## src/rtl/core/cst_pkg.sv

```systemverilog
`default_nettype none
// ----------------------------------------------------------------------------
// cst_pkg
// Types, codes and character tables shared by the tokenizer core.
// ----------------------------------------------------------------------------
package cst_pkg;

    // result event codes
    localparam logic [1:0] EV_CHAR = 2'd0;
    localparam logic [1:0] EV_END  = 2'd1;
    localparam logic [1:0] EV_EOI  = 2'd2;

    // token kinds
    localparam logic [2:0] KIND_IDENT   = 3'd0;
    localparam logic [2:0] KIND_KEYWORD = 3'd1;
    localparam logic [2:0] KIND_NUMBER  = 3'd2;
    localparam logic [2:0] KIND_OPER    = 3'd3;
    localparam logic [2:0] KIND_STRING  = 3'd4;
    localparam logic [2:0] KIND_SPECIAL = 3'd5;

    // scanner modes; word/number/operator share codes with the byte class
    localparam logic [2:0] MODE_IDLE = 3'd0;
    localparam logic [2:0] MODE_WORD = 3'd1;
    localparam logic [2:0] MODE_NUM  = 3'd2;
    localparam logic [2:0] MODE_OPER = 3'd3;
    localparam logic [2:0] MODE_STR  = 3'd4;

    localparam logic [7:0] CH_QUOTE = 8'h22;

    localparam int         KW_COUNT = 4;
    localparam logic [3:0] KW_ALL   = 4'hF;
    localparam logic [2:0] WL_MAX   = 3'd7;

    // lambda, if, else, then; zero padded to eight positions
    localparam logic [7:0] KW_TEXT [KW_COUNT][8] = '{
        '{8'h6C, 8'h61, 8'h6D, 8'h62, 8'h64, 8'h61, 8'h00, 8'h00},
        '{8'h69, 8'h66, 8'h00, 8'h00, 8'h00, 8'h00, 8'h00, 8'h00},
        '{8'h65, 8'h6C, 8'h73, 8'h65, 8'h00, 8'h00, 8'h00, 8'h00},
        '{8'h74, 8'h68, 8'h65, 8'h6E, 8'h00, 8'h00, 8'h00, 8'h00}
    };
    localparam logic [2:0] KW_LEN [KW_COUNT] = '{3'd6, 3'd2, 3'd4, 3'd4};

    typedef struct packed {
        logic [1:0] ev;
        logic [2:0] kind;
        logic [7:0] ch;
    } cst_res_t;

    typedef struct packed {
        logic [2:0] mode;
        logic [2:0] wl;
        logic [3:0] km;
    } cst_state_t;

    // byte class: returns the mode code a run of this byte would open
    function automatic logic [2:0] class_of(input logic [7:0] c);
        logic [2:0] cls;
        cls = MODE_IDLE;
        case (c) inside
            [8'h61:8'h7A], [8'h41:8'h5A], 8'h5F:                 cls = MODE_WORD;
            [8'h30:8'h39], 8'h2E:                                cls = MODE_NUM;
            8'h2D, 8'h3D, 8'h2B, 8'h21, 8'h3C, 8'h3E,
            8'h2F, 8'h2A, 8'h7C, 8'h26, 8'h25:                   cls = MODE_OPER;
            default:                                             cls = MODE_IDLE;
        endcase
        return cls;
    endfunction

    function automatic logic is_special(input logic [7:0] c);
        return (c == 8'h28) || (c == 8'h29) || (c == 8'h7B) || (c == 8'h7D) ||
               (c == 8'h3B) || (c == 8'h2C);
    endfunction

    // drop keywords that the new character at position wl rules out
    function automatic logic [3:0] kw_next(input logic [3:0] km, input logic [2:0] wl,
                                           input logic [7:0] c);
        logic [3:0] r;
        r = km;
        for (int i = 0; i < KW_COUNT; i++) begin
            if (wl >= KW_LEN[i] || KW_TEXT[i][wl] != c) begin
                r[i] = 1'b0;
            end
        end
        return r;
    endfunction

    function automatic logic [2:0] wl_next(input logic [2:0] wl);
        return (wl < WL_MAX) ? wl + 3'd1 : wl;
    endfunction

    function automatic logic [2:0] word_kind(input logic [3:0] km, input logic [2:0] wl);
        logic hit;
        hit = 1'b0;
        for (int i = 0; i < KW_COUNT; i++) begin
            if (km[i] && KW_LEN[i] == wl) begin
                hit = 1'b1;
            end
        end
        return hit ? KIND_KEYWORD : KIND_IDENT;
    endfunction

endpackage
`default_nettype wire

```

## src/rtl/core/character_stream_tokenizer_core.sv

```systemverilog
`default_nettype none
// ----------------------------------------------------------------------------
// character_stream_tokenizer_core
// Streaming tokenizer: one byte per item, token characters and token ends out.
// ----------------------------------------------------------------------------
// Path: an accepted item passes the input register, then the result buffer,
//   before its first result is presented.
// Throughput: one item per cycle while m_ready is high and each item gives
//   one result at most; k results (k up to 3) hold the port until all taken.
// Reset: synchronous active-low aresetn empties both stages and returns the
//   scanner to idle with every keyword still possible.
module character_stream_tokenizer_core (
    input  wire logic       aclk,
    input  wire logic       aresetn,
    input  wire logic       s_valid,
    output logic            s_ready,
    input  wire logic [7:0] s_ch,
    input  wire logic       s_finish,
    output logic            m_valid,
    input  wire logic       m_ready,
    output logic [1:0]      m_event_res,
    output logic [2:0]      m_kind,
    output logic [7:0]      m_ch_res,
    output logic            m_last
);
    import cst_pkg::*;

    logic             in_vld_reg;
    logic [7:0]       in_ch_reg;
    logic             in_fin_reg;
    cst_state_t       state_reg;
    cst_state_t       state_next;
    cst_res_t [2:0]   buf_reg;
    cst_res_t [2:0]   step_res;
    logic [1:0]       step_cnt;
    logic [1:0]       cnt_reg;
    logic [1:0]       idx_reg;
    logic             emit_done;
    logic             buf_free;
    logic             proc;
    cst_res_t         cur;

    cst_step u_step (
        .ch         (in_ch_reg),
        .finish     (in_fin_reg),
        .state_i    (state_reg),
        .state_next (state_next),
        .res_cnt    (step_cnt),
        .res        (step_res)
    );

    assign m_valid   = (cnt_reg != 2'd0);
    assign emit_done = m_valid && m_ready && (idx_reg == cnt_reg - 2'd1);
    assign buf_free  = (cnt_reg == 2'd0) || emit_done;
    assign proc      = in_vld_reg && buf_free;
    assign s_ready   = !in_vld_reg || proc;

    assign cur         = buf_reg[idx_reg];
    assign m_event_res = cur.ev;
    assign m_kind      = cur.kind;
    assign m_ch_res    = cur.ch;
    assign m_last      = (idx_reg == cnt_reg - 2'd1);

    // payload registers
    always_ff @(posedge aclk) begin
        if (s_valid && s_ready) begin
            in_ch_reg  <= s_ch;
            in_fin_reg <= s_finish;
        end
        if (proc) begin
            buf_reg <= step_res;
        end
    end

    always_ff @(posedge aclk) begin
        if (!aresetn) begin
            in_vld_reg <= 1'b0;
            state_reg  <= '{mode: MODE_IDLE, wl: 3'd0, km: KW_ALL};
            cnt_reg    <= 2'd0;
            idx_reg    <= 2'd0;
        end else begin
            if (s_ready) begin
                in_vld_reg <= s_valid;
            end
            if (proc) begin
                state_reg <= state_next;
                cnt_reg   <= step_cnt;
                idx_reg   <= 2'd0;
            end else if (emit_done) begin
                cnt_reg <= 2'd0;
                idx_reg <= 2'd0;
            end else if (m_valid && m_ready) begin
                idx_reg <= idx_reg + 2'd1;
            end
        end
    end

endmodule
`default_nettype wire

```

## src/rtl/core/cst_step.sv

```systemverilog
`default_nettype none
// ----------------------------------------------------------------------------
// cst_step
// Per-byte scanner logic: next state and up to three results for one item.
// ----------------------------------------------------------------------------
module cst_step (
    input  wire logic [7:0]               ch,
    input  wire logic                     finish,
    input  wire cst_pkg::cst_state_t      state_i,
    output cst_pkg::cst_state_t           state_next,
    output logic [1:0]                    res_cnt,
    output cst_pkg::cst_res_t [2:0]       res
);
    import cst_pkg::*;

    logic [2:0] m;
    logic [2:0] wl;
    logic [3:0] km;
    logic [1:0] n;
    logic [2:0] wk;
    logic [2:0] pk;
    logic [2:0] cls;

    always_comb begin
        m   = state_i.mode;
        wl  = state_i.wl;
        km  = state_i.km;
        n   = 2'd0;
        res = '0;
        wk  = word_kind(state_i.km, state_i.wl);
        pk  = (state_i.mode == MODE_WORD) ? wk : state_i.mode;
        cls = class_of(ch);

        if (finish) begin
            if (m == MODE_WORD || m == MODE_NUM || m == MODE_OPER) begin
                res[n] = '{ev: EV_END, kind: pk, ch: 8'h00};
                n = n + 2'd1;
            end else if (m == MODE_STR && wl != 3'd0) begin
                // unclosed string text ends as a word
                res[n] = '{ev: EV_END, kind: wk, ch: 8'h00};
                n = n + 2'd1;
            end
            res[n] = '{ev: EV_EOI, kind: KIND_IDENT, ch: 8'h00};
            n  = n + 2'd1;
            m  = MODE_IDLE;
            wl = 3'd0;
            km = KW_ALL;
        end else if (ch == CH_QUOTE) begin
            if (m == MODE_STR) begin
                res[n] = '{ev: EV_END, kind: KIND_STRING, ch: 8'h00};
                n = n + 2'd1;
                m = MODE_IDLE;
            end else begin
                if (m != MODE_IDLE) begin
                    res[n] = '{ev: EV_END, kind: pk, ch: 8'h00};
                    n = n + 2'd1;
                end
                m = MODE_STR;
            end
            wl = 3'd0;
            km = KW_ALL;
        end else if (m == MODE_STR) begin
            km = kw_next(km, wl, ch);
            wl = wl_next(wl);
            res[n] = '{ev: EV_CHAR, kind: KIND_STRING, ch: ch};
            n = n + 2'd1;
        end else begin
            if (m != MODE_IDLE && m != cls) begin
                res[n] = '{ev: EV_END, kind: pk, ch: 8'h00};
                n  = n + 2'd1;
                m  = MODE_IDLE;
                wl = 3'd0;
                km = KW_ALL;
            end
            if (cls != MODE_IDLE) begin
                if (cls == MODE_WORD) begin
                    km = kw_next(km, wl, ch);
                    wl = wl_next(wl);
                end
                m = cls;
                res[n] = '{ev: EV_CHAR, kind: (cls == MODE_WORD) ? KIND_IDENT : cls, ch: ch};
                n = n + 2'd1;
            end else if (is_special(ch)) begin
                res[n] = '{ev: EV_CHAR, kind: KIND_SPECIAL, ch: ch};
                n = n + 2'd1;
                res[n] = '{ev: EV_END, kind: KIND_SPECIAL, ch: 8'h00};
                n = n + 2'd1;
            end
        end

        state_next = '{mode: m, wl: wl, km: km};
        res_cnt    = n;
    end

endmodule
`default_nettype wire
```

## config.mk

```make
export PLATFORM = sky130hd
export DESIGN_NAME = character_stream_tokenizer_core
export DESIGN_NICKNAME = d
export VERILOG_FILES = /design/src/rtl/core/cst_pkg.sv /design/src/rtl/core/character_stream_tokenizer_core.sv /design/src/rtl/core/cst_step.sv
export SDC_FILE = /design/constraint.sdc
export NUM_CORES = 1
export LEC_CHECK = 0
export BUFFER_PORTS_ARGS = -buffer_cell sky130_fd_sc_hd__clkbuf_2
export CORE_MARGIN = 2
export CORE_UTILIZATION = 55
export DETAILED_ROUTE_END_ITERATION = 8
export PLACE_DENSITY_LB_ADDON = 0.15
export RECOVER_POWER = 25
export SLEW_MARGIN = 20
export SYNTH_ARGS = -nofsm -noshare
export SYNTH_HDL_FRONTEND = slang
export SYNTH_SLANG_ARGS = --single-unit
export TNS_END_PERCENT = 30
```

## constraint.sdc

```tcl
create_clock -name aclk -period 3.4 [get_ports aclk]
set_clock_uncertainty 0.2 [all_clocks]
set_input_delay 0.34 -clock aclk [delete_from_list [all_inputs] [get_ports aclk]]
set_output_delay 0.34 -clock aclk [all_outputs]
set_load 0.01 [all_outputs]
```

# Word level (Yosys, flattened, before mapping)
# Memory sizes are Yosys's and may differ from the RTL's.
# Index checks and enable logic that the tools add are counted.
totals:
  reg_bits: 63
  mem_bits_ro: 512
  input_bits: 13
  elab_cells: 261
  memories: 8
classes:
  add_sub_neg: 7
  magnitude_cmp: 23
  n_eq_ne: 44
  muxes: 99
  n_bitwise: 9
  reduce_logical: 51
mem_list:
  columns: ["memory", "words", "word_bits", "rd", "rd_clocked_by_memory_dff", "wr", "line", "source"]
  rows:
  - ["(name not given)", 8, 8, 1, 0, 0, "cst_pkg.sv:80", "if (wl >= KW_LEN[i] || KW_TEXT[i][wl] != c) begin"]
  - ["(name not given)", 8, 8, 1, 0, 0, "cst_pkg.sv:80", null]
  - ["(name not given)", 8, 8, 1, 0, 0, "cst_pkg.sv:80", null]
  - ["(name not given)", 8, 8, 1, 0, 0, "cst_pkg.sv:80", null]
  - ["(name not given)", 8, 8, 1, 0, 0, "cst_pkg.sv:80", null]
  - ["(name not given)", 8, 8, 1, 0, 0, "cst_pkg.sv:80", null]
  - ["+2 memories", null, null, null, null, null, null, null]
op_table:
  columns: ["operator", "n"]
  rows:
  - ["13-bit 2-to-1 mux", 12]
  - ["8-bit by 6-bit equality test with 1-bit output, second input constant", 16]
  - ["8-bit 2-to-1 mux", 16]
  - ["39-bit 2-to-1 mux", 3]
  - ["39-bit bitwise mux", 2]
  - ["13-bit demux with 2-bit select", 3]
  - ["8-bit inequality test", 8]
  - ["3-bit 2-to-1 mux", 21]
  - ["26-bit 2-to-1 mux", 2]
  - ["12-bit by 36-bit AND with 36-bit output", 1]
  - ["12-bit 2-to-1 mux", 3]
  - ["36-bit inverter", 1]
  - ["8-bit by 7-bit equality test with 1-bit output, second input constant", 4]
  - ["30-bit AND", 1]
  - ["30-bit inverter", 1]
  - ["2-bit 2-to-1 mux", 14]
  - ["13-bit binary-select mux with 2-bit select", 1]
  - ["4-bit 2-to-1 mux", 6]
  - ["4-bit inequality test, second input constant", 5]
  - ["1-bit logical OR", 17]
  - ["8-bit by 7-bit greater-or-equal comparator with 1-bit output, second input constant", 2]
  - ["8-bit by 7-bit <= comparator with 1-bit output, second input constant", 2]
  - ["1-bit logical AND", 16]
  - ["1-bit 2-to-1 mux", 16]
  - ["33 further kinds", 60]

# Depth between registers and ports, before layout
# Gate-level depths: netlist (run 1).
logic_depth:
  word_depth: 23
  depth_mapped: 14

# Cells and area by module
# Synthesis (run 1) repeated with hierarchy kept, for this count alone.
hier_totals:
  hier_cells: 457
  hier_area_um2: 4297.9
by_module_without_submodules:
  columns: ["module", "n_inst", "cells_each", "area_each_um2"]
  rows:
  - ["character_stream_tokenizer_core", 1, 167, 2441.1]
  - ["cst_step", 1, 290, 1856.8]

# Least setup slack after synthesis (run 1)
# Ideal clock, no wire load.
synth_timing:
  path_kind: "reg2reg"
  startpoint: "register in_ch_reg[6]"
  endpoint: "register state_reg[2] (netlist bit)"
  arrival_time_ns: 2.930
  setup_slack_ns: 0.175
  path_stages_with_launch: 11
  path_buffers: 1
  synth_period_minus_slack_ns: 3.225
  path_cell_list: "edfxtp_1 -> buf_2 -> or3b_4 -> a311oi_4 -> o2111a_4 -> nand2_1 -> ha_1 -> or3_1 -> a221oi_1 -> o211ai_1 -> o311ai_1"
synth_between:
  elab_chain_cells: 23
  word_cells_on_any_way: 55
synth_rtl:
  columns: ["item", "line", "source"]
  rows:
  - ["start, declared", "character_stream_tokenizer_core.sv:29", "logic [7:0] in_ch_reg;"]
  - ["start signal, assigned", "character_stream_tokenizer_core.sv:67", "in_ch_reg <= s_ch;"]
  - ["8-bit by 6-bit greater-or-equal comparator with 1-bit output (not written as such) (tied with other cells)", "cst_step.sv:32", "cls = class_of(ch);"]
  - ["1-bit logical AND (not written as such) or 11-bit OR reduction (tied branches)", "cst_step.sv:32, cst_pkg.sv:59", null]
  - ["2-bit OR reduction or 2-bit 2-to-1 mux (tied branches)", "cst_pkg.sv:59", "case (c) inside"]
  - ["3-bit 2-to-1 mux (2 in series)", "cst_pkg.sv:59", null]
  - ["3-bit inequality test", "cst_step.sv:68", "if (m != MODE_IDLE && m != cls) begin"]
  - ["1-bit logical AND", "cst_step.sv:68", null]
  - ["3-bit 2-to-1 mux", "cst_step.sv:68", null]
  - ["3-bit 2-to-1 mux", "cst_step.sv:62", "end else if (m == MODE_STR) begin"]
  - ["(+6 left out)", null, null]
  - ["8-bit inequality test", "cst_pkg.sv:80", null]
  - ["1-bit logical OR", "cst_pkg.sv:80", null]
  - ["1-bit 2-to-1 mux", "cst_pkg.sv:80", null]
  - ["4-bit 2-to-1 mux", "cst_step.sv:76", "if (cls == MODE_WORD) begin"]
  - ["4-bit 2-to-1 mux", "cst_step.sv:75", "if (cls != MODE_IDLE) begin"]
  - ["4-bit 2-to-1 mux", "cst_step.sv:62", null]
  - ["4-bit 2-to-1 mux", "cst_step.sv:48", "end else if (ch == CH_QUOTE) begin"]
  - ["4-bit 2-to-1 mux", "cst_step.sv:34", "if (finish) begin"]
  - ["end signal, assigned", "character_stream_tokenizer_core.sv:78", "state_reg <= '{mode: MODE_IDLE, wl: 3'd0, km: KW_ALL};"]
  - ["end signal, assigned", "character_stream_tokenizer_core.sv:86", "state_reg <= state_next;"]
  - ["end, declared", "character_stream_tokenizer_core.sv:31", "cst_state_t state_reg;"]
# Parallel ways exist; a longest one is shown, timed or not. The select of a mux whose other input is x is not followed.
# A chain may end at the register's enable or synchronous reset.

# Worst setup path after layout (run 1)
layout_timing:
  startpoint: "register in_ch_reg[2]"
  endpoint: "register state_reg[2] (netlist bit)"
# Same word-level chain as after synthesis.

==> results of run 1 <==
## logic make-up after synthesis
kind of cell               after synthesis  synth area share [%]
muxes                                   18                 4.816
buffers and inverters                   55                 6.011
and+or+nand+nor                        169                 23.12
other                                    1               0.09954
adders and majority gates               10                 3.321
DFF                                     51                 36.67
xor gates and xnor gates                16                 3.720
AOI/OAI and AO/OA                      115                 22.25
## what timing repair did
action / in CTS / in global routing
hold buffers: 9 / 0
setup endpoints to repair: 0 / 1
resized for setup: 0 / 3
setup buffers: 0 / 1
endpoints found under the hold margin: 9 / 0
## Yosys cell counts (6+ instances only)
cell,instances,area share [%]
a21oi_1,21,2.8
nor3_1,10,1.3
a31oi_1,7,1.2
clkbuf_1,15,1.5
nand4_1,6,1.0
nand2_1,36,3.6
o22ai_1,8,1.3
buf_2,10,1.3
o211ai_1,7,1.4
xnor2_1,11,2.6
buf_1,6,0.60
nor2b_1,7,1.2
nand3_1,16,2.1
o21ai_0,25,3.3
ha_1,10,3.3
and2_1,13,2.2
nand2b_1,6,1.0
nor2_1,44,4.4
inv_1,21,2.1
edfxtp_1,36,29
mux2i_1,17,4.5
dfxtp_1,15,8.0
## layout by cell type, fill, tap and decap left out, drive strengths merged, types with 3 or more instances in the layout
master,n
o32ai,3
and3,5
nand4,6
xnor2,11
a32oi,3
o22ai,8
dlygate4sd3,9
nor3,12
nand4b,3
inv,22
nor2,45
dfxtp,15
nand2,36
edfxtp,36
o2111ai,3
clkbuf,34
nor2b,7
a21oi,22
nand3,16
xor2,5
mux2i,17
o31ai,4
nand2b,6
buf,31
o21a,4
nor4,3
clkinv,3
or3b,3
o21ai,25
or3,3
a211oi,5
o211ai,7
ha,10
a31oi,7
and2,14
## final timing paths
| kind | start | to | slack (ns) | cells after the start |
|---|---|---|---|---|
| worst max-delay path | in_ch_reg[2] | state_reg[2] | 0.22 | 10 |
| worst max register to register | in_ch_reg[2] | state_reg[2] | 0.22 | 10 |
| worst min-delay path | s_valid | in_vld_reg | 0.06 | 3 |
| worst min register to register | cnt_reg[1] | cnt_reg[1] | 0.30 | 2 |
## worst reg2reg max path: cells and delay by family (launching register included)
family / cells / cell delay, ns
AND/OR/NAND/NOR: 4 / 1.01
AO/OA/AOI/OAI: 5 / 1.12
flip-flops: 1 / 0.52
adder cells (fa/ha/maj): 1 / 0.22
## layer usage
| layer | global-route usage (%) | vias up | share of wire, % |
|---|---|---|---|
| met5 | 0 | - | 0 |
| met3 | 4.571 | 28 | 6.2 |
| li1 | - | 1679 | - |
| met2 | 45.31 | 168 | 48 |
| met1 | 37.48 | 1644 | 43 |
| met4 | 13.07 | 0 | 3.4 |
## power by group
part	internal [mW]	switching [mW]
clock	0.144	0.214
combinational	0.116	0.175
sequential	0.699	0.0237
total	0.959	0.413
## cell type report
class	count	area (um^2)
multi-input combinational	329	2168
clock inverter	3	20.02
clock buffer	5	68.82
fill	586	2441
sequential	51	1381
inverter	23	86.33
timing repair buffer	69	452.9
tap	80	100.1
## through the flow
step,worst slack (ns),hold slack (ns)
after floorplan,0.1751,0.2389
after global placement,0.2697,0.2815
after detailed placement,0.1892,0.2820
after CTS,0.1627,0.05642
after global routing,0.005192,0.07607
final,0.2238,0.05799
==> metrics.yaml, run 1 <==
run_status:
  status: "complete, no violations"
min_path:
  hp-class: "primary input to flip-flop"
power_and_ir_drop:
  pwr_density_cell_nw_per_um2: 320.7
  peakVddDrop_mv: 0.1627
  power_mw: 1.372
  p_leak_nw: 1.565
die:
  num_rows: 30
  io_pins: 29
  dieArea_um2: 7528
  dieHeight_um: 86.77
  dieWidth_um: 86.77
  core_um2: 6719
  initial_core_util_pct: 56.07
grt:
  grt_max_degree: 31
  grt_pass1_wl_um: 16840
  grt_use_total_pct: 28.28
  antenna_found_initial: 0
  grt_pass1_vias: 3357
  grt-ovfl-total: 0
clock_network:
  cts_root_buffer: "clkbuf_8"
  clk_pin_slew_worst_paths_ns: 0.10
  cts.sinks: 51
  clkLatencyLatePin_ns: 0.32
  cts_buffers: 5
  cts.htree.levels: 2
  cts_tree: "built"
  clock_path_buffers: 2
synth:
  yosysSeqAreaShare_pct: 36.67
  yosys_warnings: 0
  avgSynthCellArea_um2: 8.661
  synth_seq_cells: 51
  synth.distinct_cells: 74
  ys.flop_type: "edfxtp_1"
  syn_area_um2: 3767
  ys_async_sr_fraction_pct: 0
  synth_cells: 435
  syn_nets: 458
  synth_edf_count: 36
route:
  drc: 0
  first_pass_iters: 6
  drtIter0Drc: 483
  wl_um: 10120
  ant_nets: 0
  post_drt_wl_per_cell_um: 18.06
  vias: 3519
  viasPerCell: 6.284
placed_design:
  gp_congestion: 0.9230
  dpl.hpwl_um: 7354
  placed_cell_area_um2: 4100
  place_inst: 542
  port_buffers: 28
setup_path:
  crit_type: "flip-flop to flip-flop"
  slowest_delay_ns: 0.52
  arrival_ns: 3.20
  crit_fanout: 8
  cp-start-kind: "flip-flop"
  crit_chain: "or3b_1 -> a211o_1 -> nand4_1 -> o2111a_4 -> nand2_1 -> ha_2 -> or3_1 -> a221oi_2 -> o211ai_1 -> o311ai_1"
  critPathTopFamily: "compound AO/OA/AOI/OAI gates"
  cp.required_ns: 3.42
  end_kind: "flip-flop"
  path_buf_inv: 0
  cp_slowest_cell: "edfxtp_1"
cells_and_area:
  largest_reg_flops: 27
  instances_no_fill: 560
  finalNetCount: 502
  design_area_um2: 4278
  syn2layout_area_growth_pct: 13.55
  n_antenna_cell: 0
  final_core_util_pct: 63.67
  drive_gt1_share_pct: 15.00
job:
  maxCapViolations: 0
timing:
  worst-slew-pin-transition_ns: 0.9182
  maxSlewViolCount: 0
  setup_viol: 0
  fin_crit_sh_pct: 93.42
  final_hold_viol_count: 0
  slew_headroom_pct: 38.78
  max_freq_mhz: 314.8
  setup_tns_ns: 0
  rsz0062_at_grt: "no"
  period_needed_ns: 3.176
Power figures use the tool's default switching activity.
==> inputs of run 2 (changes only) <==
--- a/config.mk
+++ b/config.mk
@@ -5,10 +5,10 @@
 export SDC_FILE = /design/constraint.sdc
 export NUM_CORES = 1
 export LEC_CHECK = 0
-export BUFFER_PORTS_ARGS = -buffer_cell sky130_fd_sc_hd__clkbuf_2
 export CORE_MARGIN = 2
 export CORE_UTILIZATION = 55
 export DETAILED_ROUTE_END_ITERATION = 8
+export DONT_BUFFER_PORTS = 1
 export PLACE_DENSITY_LB_ADDON = 0.15
 export RECOVER_POWER = 25
 export SLEW_MARGIN = 20
==> run 2 against run 1 <==
Critical path type unchanged. Worst setup slack worse by 0.022 ns. Non-clock buffer count is 23 lower. Cell area is 2.0% lower. Critical path depth stayed put. Cell count is 4.1% lower. First-iteration DRC count is 35% lower.
==> metrics.yaml, run 2 (synthesized netlist as in run 1, its figures left out) <==
run_status:
  status: "complete, no violations"  # unchanged
route:
  wl_um: 10290  # was 10120 um
  drtIter0Drc: 316  # was 483
  drc: 0  # unchanged
  post_drt_wl_per_cell_um: 19.15  # was 18.06 um
  ant_nets: 0  # unchanged
  vias: 3480  # was 3519
  first_pass_iters: 8  # was 6
  viasPerCell: 6.480  # was 6.284
cells_and_area:
  final_common_cell: "nor2_1"  # unchanged
  layout_common_cells: "44 x nor2_1, 36 x nand2_1, 36 x edfxtp_1"  # unchanged
  finalNetCount: 479  # was 502
  design_area_um2: 4192  # was 4278 um^2
  drive_gt1_share_pct: 13.13  # was 15.00%
  syn2layout_area_growth_pct: 11.26  # was 13.55%
  n_fill_cell: 596  # was 586
  largest_reg_flops: 27  # unchanged
  n_antenna_cell: 0  # unchanged
  final_core_util_pct: 62.38  # was 63.67%
grt:
  grt_max_degree: 31  # unchanged
  grt_use_total_pct: 27.70  # was 28.28%
  antenna_found_initial: 0  # unchanged
  grt_pass1_vias: 3044  # was 3357
  grt-ovfl-total: 0  # unchanged
  grt_pass1_wl_um: 16280  # was 16840 um
min_path:
  hold_start: "aresetn"  # was s_valid
  hp-class: "primary input to flip-flop"  # unchanged
timing:
  slew_headroom_pct: 38.03  # was 38.78%
  setup_tns_ns: 0  # unchanged
  max_freq_mhz: 312.6  # was 314.8 MHz
  worst-slew-pin-transition_ns: 0.9295  # was 0.9182 ns
  setup_viol: 0  # unchanged
  period_needed_ns: 3.199  # was 3.176 ns
  fin_crit_sh_pct: 94.07  # was 93.42%
  rsz0062_at_grt: "no"  # unchanged
  final_hold_viol_count: 0  # unchanged
  maxSlewViolCount: 0  # unchanged
setup_path:
  end_kind: "flip-flop"  # unchanged
  startpoint: "in_ch_reg[7]"  # was in_ch_reg[2]
  crit_fanout: 6  # was 8
  cp.required_ns: 3.42  # about the same
  cp-start-kind: "flip-flop"  # unchanged
  crit_type: "flip-flop to flip-flop"  # unchanged
  arrival_ns: 3.22  # was 3.20 ns
  reg2reg_from: "in_ch_reg[7]"  # was in_ch_reg[2]
placed_design:
  gp_congestion: 0.9749  # was 0.9230
  dpl.hpwl_um: 7373  # was 7354 um
  placed_cell_area_um2: 3983  # was 4100 um^2
  port_buffers: 0  # was 28
power_and_ir_drop:
  p_int_uw: 953.1  # was 959.2 uW
  p_leak_nw: 1.513  # was 1.565 nW
  peakVddDrop_mv: 0.2069  # was 0.1627 mV
  p_comb_share_pct: 20.7  # was 21.2%
  sw_frac_of_total_pct: 30.11  # was 30.09%
  power.switching_uw: 410.6  # was 412.9 uW
  clkPwrFrac_pct: 26.4  # was 26.1%
  seqPwrFrac_pct: 52.9  # was 52.7%
  pwr_density_cell_nw_per_um2: 325.3  # was 320.7 nW/um^2
die:
  dieHeight_um: 86.77  # unchanged
  io_pins: 29  # unchanged
  dieArea_um2: 7528  # unchanged
  core_um2: 6719  # unchanged
  num_rows: 30  # unchanged
  dieWidth_um: 86.77  # unchanged
  initial_core_util_pct: 56.07  # unchanged
clock_network:
  cts.htree.levels: 2  # unchanged
  cts_root_buffer: "clkbuf_8"  # unchanged
  clk_pin_slew_worst_paths_ns: 0.10  # about the same
  clkLatencyLatePin_ns: 0.31  # was 0.32 ns
  cts_buffers: 5  # unchanged
  cts_tree: "built"  # unchanged
  clock_path_buffers: 2  # unchanged
  cts.sinks: 51  # unchanged
job:
  maxCapViolations: 0  # unchanged
-- run 2: cell types whose count changed in the layout (fill, tap and decap cells not counted), sizes merged --
| cell | change |
|---|---|
| dlygate4sd3 | +2 |
| buf | +3 |
| clkbuf | -28 |
-- run 2: power groups by stage --
stage          registers (mW)  clock network, mW  logic (mW)
3_5_place_dp            0.736                  0       0.264
2_1_floorplan           0.726                  0       0.199
4_1_cts                 0.722              0.368       0.276
6_report                0.722              0.360       0.282
3_3_place_gp            0.734                  0       0.260
5_1_grt                 0.725              0.389       0.307
-- run 2: final cells by class --
type,instances,area (um^2),share of cell area (%)
inverter,23,86.33,2.060
tap,80,100.1,2.388
multi-input combinational,329,2166,51.67
timing repair buffer,46,369.1,8.806
sequential,51,1381,32.96
clock inverter,3,20.02,0.4776
clock buffer,5,68.82,1.642
-- run 2: path summary, 6_finish.rpt --
kind / slack (ns) / cells after the start / to
worst max-delay path: 0.20 / 10 / state_reg[2]
worst min-delay path: 0.008 / 2 / cnt_reg[1]
worst max register to register: 0.20 / 10 / state_reg[2]
worst min register to register: 0.30 / 2 / cnt_reg[1]
-- run 2: critical path: stages, from the launching register on --
cell	delay [ns]
edfxtp_1	0.48
or3b_4	0.46
a211o_1	0.26
nand4_1	0.17
o2111a_4	0.22
nand2_1	0.07
ha_1	0.25
or3_1	0.40
a221oi_2	0.23
o211ai_1	0.11
o311ai_1	0.27
-- run 2: metrics by stage --
step	setup slack, ns	hold WS, ns	total power [mW]	instances
6_report	0.2015	0.008288	1.364	537
5_1_grt	0.005536	0.03711	1.421	537
3_3_place_gp	0.2905	0.2211	0.9948	517
3_5_place_dp	0.1827	0.2324	0.9995	517
4_1_cts	0.1574	0.002622	1.365	536
2_1_floorplan	0.1751	0.2389	0.9252	435
-- run 2: per-layer routing --
metal | wire length (um) | vias to the layer above | GRT usage (%)
li1 | - | 1645 | -
met1 | 4436 | 1609 | 38.39
met2 | 4729 | 191 | 43.78
met3 | 743 | 35 | 3.429
met4 | 376 | 0 | 11.65
met5 | 0 | - | 0
-- run 2: what timing repair did --
item / 4_1_cts / 5_1_grt
resized for setup: 0 / 1
endpoints found under the hold margin: 15 / 0
hold buffers: 11 / 0
buffers inserted: 0 / 1
endpoints found under the setup margin: 0 / 1
==> inputs of run 3 (changes only) <==
--- a/config.mk
+++ b/config.mk
@@ -9,6 +9,7 @@
 export CORE_UTILIZATION = 55
 export DETAILED_ROUTE_END_ITERATION = 8
 export DONT_BUFFER_PORTS = 1
+export MAX_ROUTING_LAYER = met4
 export PLACE_DENSITY_LB_ADDON = 0.15
 export RECOVER_POWER = 25
 export SLEW_MARGIN = 20
==> run 3 against run 2 <==
Utilization up 0.73 points. First-iteration DRC count up 27%. Clock-buffer cell count up 1.
==> metrics.yaml, run 3 (synthesized netlist as in run 1, its figures left out) <==
setup_path:
  path_buf_inv: 0  # unchanged
  reg2reg_from: "in_ch_reg[2]"  # was in_ch_reg[7]
  r2r_end: "state_reg[2]"  # unchanged
  cp.required_ns: 3.43  # was 3.42 ns
  crit_fanout: 7  # was 6
  r2r_cells: 10  # unchanged
  slowest_delay_ns: 0.50  # was 0.48 ns
  cp-start-kind: "flip-flop"  # unchanged
  arrival_ns: 3.18  # was 3.22 ns
  critPathTopFamily: "compound AO/OA/AOI/OAI gates"  # was simple AND/OR/NAND/NOR gates
  crit_chain: "or3b_1 -> a211o_1 -> nand4_1 -> o2111a_4 -> nand2_1 -> ha_1 -> or3_1 -> a221oi_2 -> o211ai_1 -> o311ai_1"  # was or3b_4 -> a211o_1 -> nand4_1 -> o2111a_4 -> nand2_1 -> ha_1 -> or3_1 -> a221oi_2 -> o211ai_1 -> o311ai_1
  end_kind: "flip-flop"  # unchanged
  timing.reg2reg.setup_slack_ns: 0.25  # was 0.20 ns
  cp_slowest_cell: "edfxtp_1"  # unchanged
  crit_type: "flip-flop to flip-flop"  # unchanged
job:
  maxCapViolations: 0  # unchanged
route:
  drc: 0  # unchanged
  first_pass_iters: 6  # was 8
  drtIter0Drc: 400  # was 316
  vias: 3520  # was 3480
  post_drt_wl_per_cell_um: 19.15  # about the same
  wl_um: 10340  # was 10290 um
  ant_nets: 0  # unchanged
  viasPerCell: 6.519  # was 6.480
placed_design:
  place_inst: 517  # unchanged
  gp_congestion: 1.007  # was 0.9749
  port_buffers: 0  # unchanged
  placed_cell_area_um2: 3983  # unchanged
  dpl.hpwl_um: 7413  # was 7373 um
die:
  core_um2: 6719  # unchanged
  dieWidth_um: 86.77  # unchanged
  dieArea_um2: 7528  # unchanged
  dieHeight_um: 86.77  # unchanged
  io_pins: 29  # unchanged
  initial_core_util_pct: 56.07  # unchanged
  num_rows: 30  # unchanged
timing:
  maxSlewViolCount: 0  # unchanged
  setup_tns_ns: 0  # unchanged
  fin_crit_sh_pct: 92.73  # was 94.07%
  slew_headroom_pct: 38.26  # was 38.03%
  max_freq_mhz: 317.2  # was 312.6 MHz
  final_hold_viol_count: 0  # unchanged
  period_needed_ns: 3.153  # was 3.199 ns
  worst-slew-pin-transition_ns: 0.9262  # was 0.9295 ns
  rsz0062_at_grt: "no"  # unchanged
  setup_viol: 0  # unchanged
min_path:
  hold_depth: 2  # unchanged
  hold_start: "aresetn"  # unchanged
  hp-class: "primary input to flip-flop"  # unchanged
  worstHoldEndpoint: "state_reg[7]"  # was cnt_reg[1]
cells_and_area:
  final_common_cell: "nor2_1"  # unchanged
  n_antenna_cell: 0  # unchanged
  drive_gt1_share_pct: 13.91  # was 13.13%
  n_fill_cell: 580  # was 596
  largest_reg_flops: 27  # unchanged
  layout_common_cells: "44 x nor2_1, 37 x buf_4, 36 x nand2_1, 36 x edfxtp_1, 25 x o21ai_0"  # was 44 x nor2_1, 36 x nand2_1, 36 x edfxtp_1
  instances_no_fill: 540  # was 537
  finalNetCount: 482  # was 479
  syn2layout_area_growth_pct: 12.55  # was 11.26%
  design_area_um2: 4240  # was 4192 um^2
clock_network:
  cts.sinks: 51  # unchanged
  cts_tree: "built"  # unchanged
  clkLatencyLatePin_ns: 0.31  # about the same
  cts_buffers: 5  # unchanged
  cts_root_buffer: "clkbuf_8"  # unchanged
  clock_path_buffers: 2  # unchanged
  cts.htree.levels: 2  # unchanged
  clk_pin_slew_worst_paths_ns: 0.10  # about the same
power_and_ir_drop:
  pwr_density_cell_nw_per_um2: 338.9  # was 325.3 nW/um^2
  peakVddDrop_mv: 0.1535  # was 0.2069 mV
  p_leak_nw: 1.538  # was 1.513 nW
grt:
  grt_pass1_vias: 3271  # was 3044
  grt-ovfl-total: 0  # unchanged
  grt_max_degree: 31  # unchanged
  grt.busiest_layer: "met2"  # unchanged
  use_met1_pct: 36.45  # was 38.39%
  gr-usage-met3_pct: 4.857  # was 3.429%
  antenna_found_initial: 0  # unchanged
  grt_use_total_pct: 28.59  # was 27.70%
  grt_pass1_wl_um: 16300  # was 16280 um
  use_met2_pct: 43.78  # unchanged
run_status:
  status: "complete, no violations"  # unchanged
[run 3: cell types whose count changed in the layout (fill, tap and decap cells not counted)]
cell / delta
clkbuf_1: +1
buf_4: +3
bufinv_16: +1
a211oi_2: +1
a211oi_1: -1
clkinv_1: -1
clkinv_4: -1
[run 3: metal layers]
metal / part of all wire, % / wire length, um / up-vias
li1: - / - / 1642
met1: 42 / 4333 / 1630
met2: 46 / 4709 / 208
met3: 8.4 / 867 / 40
met4: 4.1 / 429 / 0
met5: 0 / 0 / -
[run 3: what timing repair did]
item / 4_1_cts / 5_1_grt
buffers inserted: 0 / 4
endpoints found under the setup margin: 0 / 1
hold buffers: 11 / 0
gates resized for setup: 0 / 2
hold endpoints to repair: 14 / 0
[run 3: worst reg2reg max path, stage by stage (launching register included)]
cell and delay (ns):
edfxtp_1 0.50, or3b_1 0.42, a211o_1 0.29, nand4_1 0.15
o2111a_4 0.22, nand2_1 0.07, ha_1 0.25, or3_1 0.40
a221oi_2 0.24, o211ai_1 0.13, o311ai_1 0.22
[run 3: cell type report]
cell class              count  area [um^2]  share of cell area [%]
clock buffers               6        72.57                   1.711
clock inverters             2        37.54                  0.8852
inverters                  23        86.33                   2.036
multi-input cells         329         2171                   51.19
flip-flops and latches     51         1381                   32.58
well taps                  80        100.1                   2.361
repair buffers             49        391.6                   9.236
[run 3: metrics by stage]
| step | power [mW] | worst slack (ns) | hold slack (ns) | utilization, % |
|---|---|---|---|---|
| 2_1_floorplan | 0.9252 | 0.1751 | 0.2389 | - |
| 3_3_place_gp | 0.9946 | 0.2857 | 0.2208 | 59.27 |
| 3_5_place_dp | 0.9996 | 0.1864 | 0.2280 | 59.27 |
| 4_1_cts | 1.431 | 0.1770 | 0.002762 | 62.55 |
| 5_1_grt | 1.489 | 0.02589 | 0.02373 | 63.11 |
| 6_report | 1.437 | 0.2470 | 0.0008855 | 63.11 |
[run 3: report_power, final]
part	total, mW	switching, mW	internal (mW)
combinational	0.286	0.173	0.113
sequential	0.722	0.0234	0.699
clock	0.429	0.209	0.220
total	1.44	0.405	1.03
[run 3: worst max-delay path by stage]
| stage | start | endpoint | slack, ns | cells after the start |
|---|---|---|---|---|
| global route | in_ch_reg[3] | state_reg[2] | 0.03 | 12 |
| CTS | in_ch_reg[7] | state_reg[2] | 0.18 | 10 |
| finish | in_ch_reg[2] | state_reg[2] | 0.25 | 10 |
| global placement | in_ch_reg[2] | state_reg[2] | 0.29 | 10 |
| detailed placement | in_ch_reg[7] | state_reg[2] | 0.19 | 10 |
| floorplan | in_ch_reg[6] | state_reg[2] | 0.18 | 10 |
